File: src/rtl/bspb_pkg.sv
// bspb_pkg: shared types and constants for the bit stream pack/unpack buffer
// used by the interfaces, the controller, the datapath and the top level
package bspb_pkg;

    localparam int OP_W    = 4;
    localparam int VAL_W   = 33;
    localparam int CNT_W   = 6;
    localparam int POS_W   = 13;
    localparam int DEPTH_W = 8;

    // operation codes
    localparam logic [OP_W-1:0] OP_WR_UNS = 4'd0;
    localparam logic [OP_W-1:0] OP_WR_SGN = 4'd1;
    localparam logic [OP_W-1:0] OP_RD_UNS = 4'd2;
    localparam logic [OP_W-1:0] OP_RD_SGN = 4'd3;
    localparam logic [OP_W-1:0] OP_SEEK   = 4'd4;
    localparam logic [OP_W-1:0] OP_CLEAR  = 4'd5;
    localparam logic [OP_W-1:0] OP_START  = 4'd6;
    localparam logic [OP_W-1:0] OP_END    = 4'd7;
    localparam logic [OP_W-1:0] OP_EXCISE = 4'd8;

    localparam logic [DEPTH_W-1:0] DEPTH_MAX = 8'd255;
    localparam logic [CNT_W-1:0]   FIELD_MAX = 6'd32;
    localparam logic [CNT_W-1:0]   BYTE_BITS = 6'd8;

    typedef enum logic [3:0] {
        ACT_NONE,
        ACT_WIPE,
        ACT_LATCH,
        ACT_EXEC,
        ACT_XCHK,
        ACT_CHECK,
        ACT_WRITE,
        ACT_READ,
        ACT_XCOPY,
        ACT_FINISH
    } t_act;

    typedef struct packed {
        t_act act;
        logic is_bit;
    } t_cmd;

    typedef struct packed {
        logic [OP_W-1:0] op;
        logic            alt;
        logic            n_bad;
        logic            rd;
        logic            go;
        logic            wr_last;
        logic            cnt_done;
        logic            wipe_done;
        logic            x_ok;
        logic            out_free;
    } t_stat;

endpackage

File: src/rtl/bspb_ctrl.sv
// bspb_ctrl: sequencer of the bit stream buffer, issues one command per cycle
// depends on bspb_pkg for the command and status structs
module bspb_ctrl (
    input  logic            i_clk,
    input  logic            i_rst_n,
    input  logic            i_in_valid,
    output logic            o_in_ready,
    input  bspb_pkg::t_stat i_stat,
    output bspb_pkg::t_cmd  o_cmd
);
    typedef enum logic [7:0] {
        S_WIPE   = 8'b0000_0001,
        S_IDLE   = 8'b0000_0010,
        S_DECODE = 8'b0000_0100,
        S_CHECK  = 8'b0000_1000,
        S_WRITE  = 8'b0001_0000,
        S_READ   = 8'b0010_0000,
        S_XCOPY  = 8'b0100_0000,
        S_FIN    = 8'b1000_0000
    } t_state;

    t_state r_state, n_state;
    logic   r_two, n_two;
    logic   r_is_bit, n_is_bit;
    logic   op_sgn;

    assign op_sgn = (i_stat.op == bspb_pkg::OP_WR_SGN) || (i_stat.op == bspb_pkg::OP_RD_SGN);

    always_comb begin
        n_state    = r_state;
        n_two      = r_two;
        n_is_bit   = r_is_bit;
        o_cmd.act  = bspb_pkg::ACT_NONE;
        o_cmd.is_bit = r_is_bit;
        o_in_ready = 1'b0;
        unique case (r_state)
            S_WIPE: begin
                o_cmd.act = bspb_pkg::ACT_WIPE;
                if (i_stat.wipe_done) begin
                    n_state = S_IDLE;
                end
            end
            S_IDLE: begin
                o_in_ready = 1'b1;
                if (i_in_valid) begin
                    o_cmd.act = bspb_pkg::ACT_LATCH;
                    n_state   = S_DECODE;
                end
            end
            S_DECODE: begin
                priority if (i_stat.op == bspb_pkg::OP_WR_UNS ||
                             i_stat.op == bspb_pkg::OP_RD_UNS) begin
                    n_two    = 1'b0;
                    n_is_bit = 1'b0;
                    n_state  = S_CHECK;
                end else if (op_sgn && !i_stat.n_bad) begin
                    n_two    = 1'b1;
                    n_is_bit = i_stat.alt;
                    n_state  = S_CHECK;
                end else if (i_stat.op == bspb_pkg::OP_EXCISE) begin
                    o_cmd.act = bspb_pkg::ACT_XCHK;
                    n_state   = i_stat.x_ok ? S_XCOPY : S_FIN;
                end else begin
                    o_cmd.act = bspb_pkg::ACT_EXEC;
                    n_state   = S_FIN;
                end
            end
            S_CHECK: begin
                o_cmd.act = bspb_pkg::ACT_CHECK;
                if (i_stat.go) begin
                    n_state = i_stat.rd ? S_READ : S_WRITE;
                end else if (r_two) begin
                    n_two    = 1'b0;
                    n_is_bit = !r_is_bit;
                end else begin
                    n_state = S_FIN;
                end
            end
            S_WRITE, S_READ: begin
                o_cmd.act = (r_state == S_WRITE) ? bspb_pkg::ACT_WRITE : bspb_pkg::ACT_READ;
                if ((r_state == S_WRITE) ? i_stat.wr_last : i_stat.cnt_done) begin
                    if (r_two) begin
                        n_two    = 1'b0;
                        n_is_bit = !r_is_bit;
                        n_state  = S_CHECK;
                    end else begin
                        n_state = S_FIN;
                    end
                end
            end
            S_XCOPY: begin
                o_cmd.act = bspb_pkg::ACT_XCOPY;
                if (i_stat.cnt_done) begin
                    n_state = S_FIN;
                end
            end
            S_FIN: begin
                if (i_stat.out_free) begin
                    o_cmd.act = bspb_pkg::ACT_FINISH;
                    n_state   = S_IDLE;
                end
            end
            default: begin
                n_state = S_WIPE;
            end
        endcase
    end

    always_ff @(posedge i_clk) begin
        if (!i_rst_n) begin
            r_state  <= S_WIPE;
            r_two    <= 1'b0;
            r_is_bit <= 1'b0;
        end else begin
            r_state  <= n_state;
            r_two    <= n_two;
            r_is_bit <= n_is_bit;
        end
    end

`ifndef SYNTHESIS
    a_ready_idle: assert property (@(posedge i_clk) disable iff (!i_rst_n)
        o_in_ready |-> (r_state == S_IDLE))
        else $error("ready outside idle");
    a_latch_decode: assert property (@(posedge i_clk) disable iff (!i_rst_n)
        (o_cmd.act == bspb_pkg::ACT_LATCH) |=> (r_state == S_DECODE))
        else $error("latched beat not decoded");
    a_two_step: assert property (@(posedge i_clk) disable iff (!i_rst_n)
        (r_two && r_state != S_CHECK && r_state != S_WRITE && r_state != S_READ &&
         r_state != S_DECODE) |-> (r_state == S_IDLE || r_state == S_WIPE ||
         r_state == S_FIN || r_state == S_XCOPY))
        else $error("second step pending in wrong state");
`endif
endmodule

File: config.mk
export PLATFORM = sky130hd
export DESIGN_NAME = bspb_ctrl
export DESIGN_NICKNAME = d
export VERILOG_FILES = /design/src/rtl/bspb_pkg.sv /design/src/rtl/bspb_ctrl.sv
export SDC_FILE = /design/constraint.sdc
export NUM_CORES = 1
export LEC_CHECK = 0
export ABC_CLOCK_PERIOD_IN_PS = 2700
export BUFFER_PORTS_ARGS = -buffer_cell sky130_fd_sc_hd__buf_4
export CORE_MARGIN = 2
export CORE_UTILIZATION = 50
export CTS_BUF_LIST = sky130_fd_sc_hd__clkbuf_2 sky130_fd_sc_hd__clkbuf_4 sky130_fd_sc_hd__clkbuf_8
export CTS_CLUSTER_DIAMETER = 30
export CTS_CLUSTER_SIZE = 16
export DETAILED_ROUTE_END_ITERATION = 12
export HOLD_SLACK_MARGIN = 0.08
export PLACE_DENSITY = 0.81
export SLEW_MARGIN = 25
export SYNTH_ARGS = -nofsm -noshare
export SYNTH_HDL_FRONTEND = slang
export SYNTH_SLANG_ARGS = --single-unit
File: constraint.sdc
create_clock -name i_clk -period 2.7 [get_ports i_clk]
set_clock_uncertainty 0.15 [all_clocks]
set_input_delay 0.54 -clock i_clk [delete_from_list [all_inputs] [get_ports i_clk]]
set_output_delay 0.54 -clock i_clk [all_outputs]
set_load 0.01 [all_outputs]
# ---- Word level (Yosys, flattened, before mapping)
# Index checks and enable logic that the tools add are counted.
dict set report totals {
  reg_bits 10
  latchBits 0
  ram_bits 0
  mem_bits_ro 0
  inputBits 16
  output_inout_bits 6
  word_cells 67
  n_memories 0
}
dict set report op_classes {
  addsub 0
  multipliers 0
  n_div 0
  n_lt_le_gt_ge 0
  eq_ne 20
  shifts 0
  mux 34
  n_bitwise 0
  n_reduce_logical 10
}
# operator count
set op_table {}
lappend op_table {{8-bit 2-to-1 mux} 12}
lappend op_table {{8-bit one-hot mux with 7 select lines} 1}
lappend op_table {{4-bit one-hot mux with 7 select lines} 1}
lappend op_table {{1-bit 2-to-1 mux} 12}
lappend op_table {{2-bit != test, second input constant} 6}
lappend op_table {{3-bit 2-to-1 mux} 3}
lappend op_table {{4-bit by 2-bit equality test with 1-bit output, second input constant} 2}
lappend op_table {{8-bit by 1-bit equality test with 1-bit output, second input constant} 1}
lappend op_table {{8-bit by 2-bit equality test with 1-bit output, second input constant} 1}
lappend op_table {{8-bit by 3-bit equality test with 1-bit output, second input constant} 1}
lappend op_table {{8-bit by 4-bit equality test with 1-bit output, second input constant} 1}
lappend op_table {{8-bit by 5-bit equality test with 1-bit output, second input constant} 1}
lappend op_table {{8-bit by 6-bit equality test with 1-bit output, second input constant} 1}
lappend op_table {{8-bit by 7-bit equality test with 1-bit output, second input constant} 1}
lappend op_table {{8-bit equality test, second input constant} 1}
lappend op_table {{6-bit 2-to-1 mux} 1}
lappend op_table {{3-bit != test, second input constant} 2}
lappend op_table {{1-bit one-hot mux with 3 select lines} 2}
lappend op_table {{6-bit AND reduction} 1}
lappend op_table {{4-bit by 1-bit equality test with 1-bit output, second input constant} 1}
lappend op_table {{4-bit equality test, second input constant} 1}
lappend op_table {{4-bit zero test} 1}
lappend op_table {{4-bit 2-to-1 mux} 1}
lappend op_table {{4-bit AND reduction} 1}
lappend op_table {{other kinds (6)} 8}

# ---- Depth between registers and ports, before layout
dict set report depth {
  word_depth 6
  depth_mapped 6
  ltp_nobuf 5
}

# ---- Worst setup path before layout
# OpenSTA, ideal clock, no wires.
dict set report synth_timing {
  path_kind {reg2out}
  from {reg r_state[0]}
  to {out o_cmd[2] (netlist name)}
  arrival_time_ns 1.585
  t_required_ns 2.010
  slack_ns 0.425
  path_stages_with_launch 7
  n_path_buf 1
  cell_sequence {dfxtp_1 > buf_2 > nor4_4 > nand2_1 > nor3b_1 > nand2_1 > nand3_1}
}
# item line_no
set synth_rtl {}
lappend synth_rtl {{start: declaration} bspb_ctrl.sv:22} ;# t_state r_state, n_state;
lappend synth_rtl {{start signal: assignment} bspb_ctrl.sv:115} ;# r_state <= n_state;
lappend synth_rtl {{end: declaration} bspb_ctrl.sv:9} ;# output bspb_pkg::t_cmd o_cmd

==> run summary <==
===============================================================================================
Status                                                                             finished clean
Portion of netlist area occupied by mux cells                                            1.215%
Startpoint type of the worst setup path                                               flip-flop
Input/output buffers                                                                         21
Slew Viols, Final                                                                             0
Top achievable clock speed                                                            386.1 MHz
Total die area                                                                     0.002215 mm²
Seq. cell area                                                                        200.2 µm²
Final routed DRC violation total                                                              0
Post-synthesis sequential area ratio                                                     21.59%
Final weighted congestion in routability-driven placement                                0.9439
Internal power contribution                                                           0.3800 mW
I/O pin count                                                                                22
Antenna violations before repair                                                              0
Max-cap violations                                                                            0
Vias per cell                                                                             5.933
Placed wire-length estimate                                                            1.875 mm
Total Wirelength                                                                       2.387 mm
TritonCTS Buffers                                                                             3
Worst min path class                                                               input pin to flip-flop
Net count of the mapped netlist                                                             136
Number of iterations in the first detailed-routing pass                                       4
Depth of the worst register-to-register path                                                  5
Fraction of power spent switching nets                                                   41.52%
Area used by multi-input combinational logic                                          680.7 µm²
Top cells by area, synth                                                           sky130_fd_sc_hd__dfxtp_1 (22%), sky130_fd_sc_hd__nand2_1 (5.3%), sky130_fd_sc_hd__nor2_1 (4.9%)
Worst Setup EP                                                                         o_cmd[1]
Core footprint                                                                     0.001727 mm²
Syn_area_per_cell                                                                     7.726 µm²
Via count                                                                                   979
Final instance area                                                                0.001134 mm²
Total negative slack for setup checks                                                      0 ns
Peak per-stage delay on the critical path                                               0.44 ns
Remaining global-route overflow                                                               0
Start of the worst register-to-register path                                       r_state[5]$_SDFFE_PN0P_
Comb power frac                                                                           54.1%
Initial cell density of the core                                                         53.70%
Cell area reported after detailed placement                                        0.001097 mm²
Final count of hold timing violations                                                         0
WP data required                                                                        2.01 ns
Clock network power share                                                                 15.9%
Worst r2r dst                                                                      r_two$_SDFFE_PN0P_
Wire length per cell                                                                   14.47 µm
Post-synthesis cell type with the largest combined area                            sky130_fd_sc_hd__dfxtp_1
Clock Path Buffers                                                                            2
Sinks on Clock Net                                                                           10
Slew at the pin with the worst max-slew slack                                         0.6195 ns
Layout Area Growth over Synthesis                                                        22.27%
Flip-flop and latch count after synthesis                                                    10
Reported net switching power                                                          0.2697 mW
Setup Fix Bufs, Post-CTS                                                                      0
Leakage dissipation                                                                   0.4494 nW
Final worst slack                                                                     0.1101 ns
Count of mapped cells out of synthesis                                                      120
Die boundary height                                                                    47.06 µm
Headroom to the max-slew limit                                                           58.14%
Data arrival time at the worst-slack endpoint                                           1.90 ns
Worst-path fanout max                                                                         7
TritonCTS clock tree                                                                      built
Simple-Gate Fraction of Synth Area                                                       40.08%
Share of total power in sequential cells                                                  30.0%
CTS H-tree lvls                                                                               1
Number of global-route vias before repair                                                   914
Count of routing violations after the opening detailed-route iteration                       33
Largest net degree at the start of global routing                                            11
Area share of fa/ha/maj cells after synthesis                                            1.080%
Final core utilization                                                                   65.65%
Final layout net count                                                                      158
Proportion of layout cells with a drive suffix above 1                                   26.43%
Post-synthesis instance area                                                          927.1 µm²
Complex-gate fraction of the synthesized area                                            26.72%
Crit path capture type                                                             primary output
Filler cell count in the final layout                                                       157
Critical Path Start                                                                r_state[4]$_SDFFE_PN0P_
Peak supply drop                                                                    0.0005452 V
Area share of xor/xnor cells in the synthesized design                                   2.834%
Worst setup path class                                                             flip-flop to primary output
Total inserted antenna cells                                                                  0
Critical path, cell by cell                                                        nor4_4 -> nand2_2 -> nor3b_4 -> nand2_1 -> nand3_1 -> buf_4
Final period utilization                                                                 95.92%
Remaining antenna violation count                                                             0
Horizontal extent of the die                                                           47.06 µm
GRT Util Overall                                                                         24.63%
Async set-reset flop share out of synthesis                                                  0%
Placement-stage worst setup slack                                                     0.2874 ns
Number of different library cells in the post-synthesis netlist                              42
Yosys warnings                                                                                0
CP max stage cell                                                                  sky130_fd_sc_hd__nor4_4
Root Driver                                                                        sky130_fd_sc_hd__clkbuf_4
P per Cell Area                                                                    573.2 mW/mm²
Number of synthesized flops with an enable pin                                                0
Main combinational cell family by area after synthesis                             simple AND/OR/NAND/NOR gates
Minimum setup slack among reg-to-reg paths                                              0.45 ns
Clock latency on the worst-skew pair                                                    0.27 ns
Std-Cell Rows                                                                                15
Area share of the largest cell type after synthesis                                      21.59%
Dominant register cell in the synthesized netlist                                  sky130_fd_sc_hd__dfxtp_1
Clock input transition at the sequential cells of the worst setup and hold paths        0.07 ns
Total power draw                                                                      0.6497 mW
Final period demand of the worst path                                                  2.590 ns
Final setup violation count                                                                   0
Wire length of the first global-routing pass                                           3.822 mm
===============================================================================================
cells in the final DEF, fill, tap and decap left out, types with 2 or more instances in the layout:
cell type | synthesis | final
sky130_fd_sc_hd__a2111o_1 | 2 | 2
sky130_fd_sc_hd__a211o_1 | 2 | 2
sky130_fd_sc_hd__a211oi_1 | 2 | 2
sky130_fd_sc_hd__a21o_1 | 4 | 4
sky130_fd_sc_hd__a21oi_1 | 7 | 7
sky130_fd_sc_hd__and2_1 | 4 | 4
sky130_fd_sc_hd__buf_4 | 1 | 24
sky130_fd_sc_hd__clkbuf_4 | 0 | 3
sky130_fd_sc_hd__dfxtp_1 | 10 | 10
sky130_fd_sc_hd__inv_1 | 5 | 5
sky130_fd_sc_hd__nand2_1 | 13 | 12
sky130_fd_sc_hd__nand3_1 | 4 | 4
sky130_fd_sc_hd__nand3b_1 | 3 | 3
sky130_fd_sc_hd__nand4b_1 | 3 | 3
sky130_fd_sc_hd__nor2_1 | 12 | 12
sky130_fd_sc_hd__nor2b_1 | 4 | 4
sky130_fd_sc_hd__nor3b_1 | 6 | 5
sky130_fd_sc_hd__nor4_4 | 2 | 2
sky130_fd_sc_hd__o21ai_0 | 7 | 7
sky130_fd_sc_hd__or2_2 | 2 | 2
sky130_fd_sc_hd__xnor2_1 | 2 | 2
cell usage after synthesis (all sizes together), types with 3 or more instances:
library cell	number
buf	5
nand3b	3
nand2	13
inv	5
nand4b	3
nor2	12
a21oi	7
o21ai	7
dfxtp	10
nor3b	7
nor2b	4
a21o	4
and2	4
nand3	4
logic make-up after synthesis:
family	count (synthesis)
buffers and inverters	12
adders and majority gates	1
and+or+nand+nor	60
xor gates and xnor gates	3
muxes	1
AOI/OAI and AO/OA	33
DFF	10
final cells by class:
type	count	share of cell area (%)
Timing Repair Buffer	24	15.89
Multi-Input combinational cell	98	60.04
Sequential cell	10	17.66
Clock buffer	3	1.987
Inverter	5	1.656
Tap cell	25	2.759
critical path, delay by kind of cell, from the launching register on:
family | cells | cell delay [ns]
flip-flops | 1 | 0.40
AND/OR/NAND/NOR | 5 | 1.11
buffers and inverters | 1 | 0.12
worst min-delay path by stage:
stage | start | to | slack, ns | cells after the start
floorplan | r_is_bit$_SDFFE_PN0P_ | r_is_bit$_SDFFE_PN0P_ | 0.38 | 1
global placement | r_is_bit$_SDFFE_PN0P_ | r_is_bit$_SDFFE_PN0P_ | 0.39 | 1
detailed placement | r_is_bit$_SDFFE_PN0P_ | r_is_bit$_SDFFE_PN0P_ | 0.40 | 1
CTS | i_stat[6] | r_state[5]$_SDFFE_PN0P_ | 0.39 | 3
global route | i_stat[6] | r_state[5]$_SDFFE_PN0P_ | 0.40 | 3
finish | i_rst_n | r_state[2]$_SDFFE_PN0P_ | 0.38 | 3
state kept, by name, indices dropped and copies added, names as in the netlist:
| signal | cells |
|---|---|
| r_is_bit | 1 |
| r_state | 8 |
| r_two | 1 |
power by group through the flow:
| stage | sequential, mW | clock [mW] | combinational (mW) |
|---|---|---|---|
| floorplan | 0.171 | 0 | 0.261 |
| global placement | 0.197 | 0 | 0.331 |
| detailed placement | 0.197 | 0 | 0.338 |
| CTS | 0.194 | 0.105 | 0.342 |
| global route | 0.198 | 0.110 | 0.387 |
| finish | 0.195 | 0.103 | 0.352 |
layer usage:
layer / vias up / track usage, % / wire, µm
li1: 483 / - / -
met1: 445 / 32.26 / 1070
met2: 42 / 38.63 / 1108
met3: 9 / 3.462 / 143
met4: 0 / 13.89 / 65
met5: - / 0 / 0
per-stage QoR:
step                hold slack [ns]  cells
CTS                          0.3880    165
global route                 0.3981    165
global placement             0.3916    162
detailed placement           0.3986    162
floorplan                    0.3811    120
finish                       0.3849    165
what timing repair did:
action | CTS | global route
hold buffers | 0 | 0
resized for setup | 0 | 3
endpoints found under the setup margin | 0 | 2
Power figures use the tool's default switching activity.
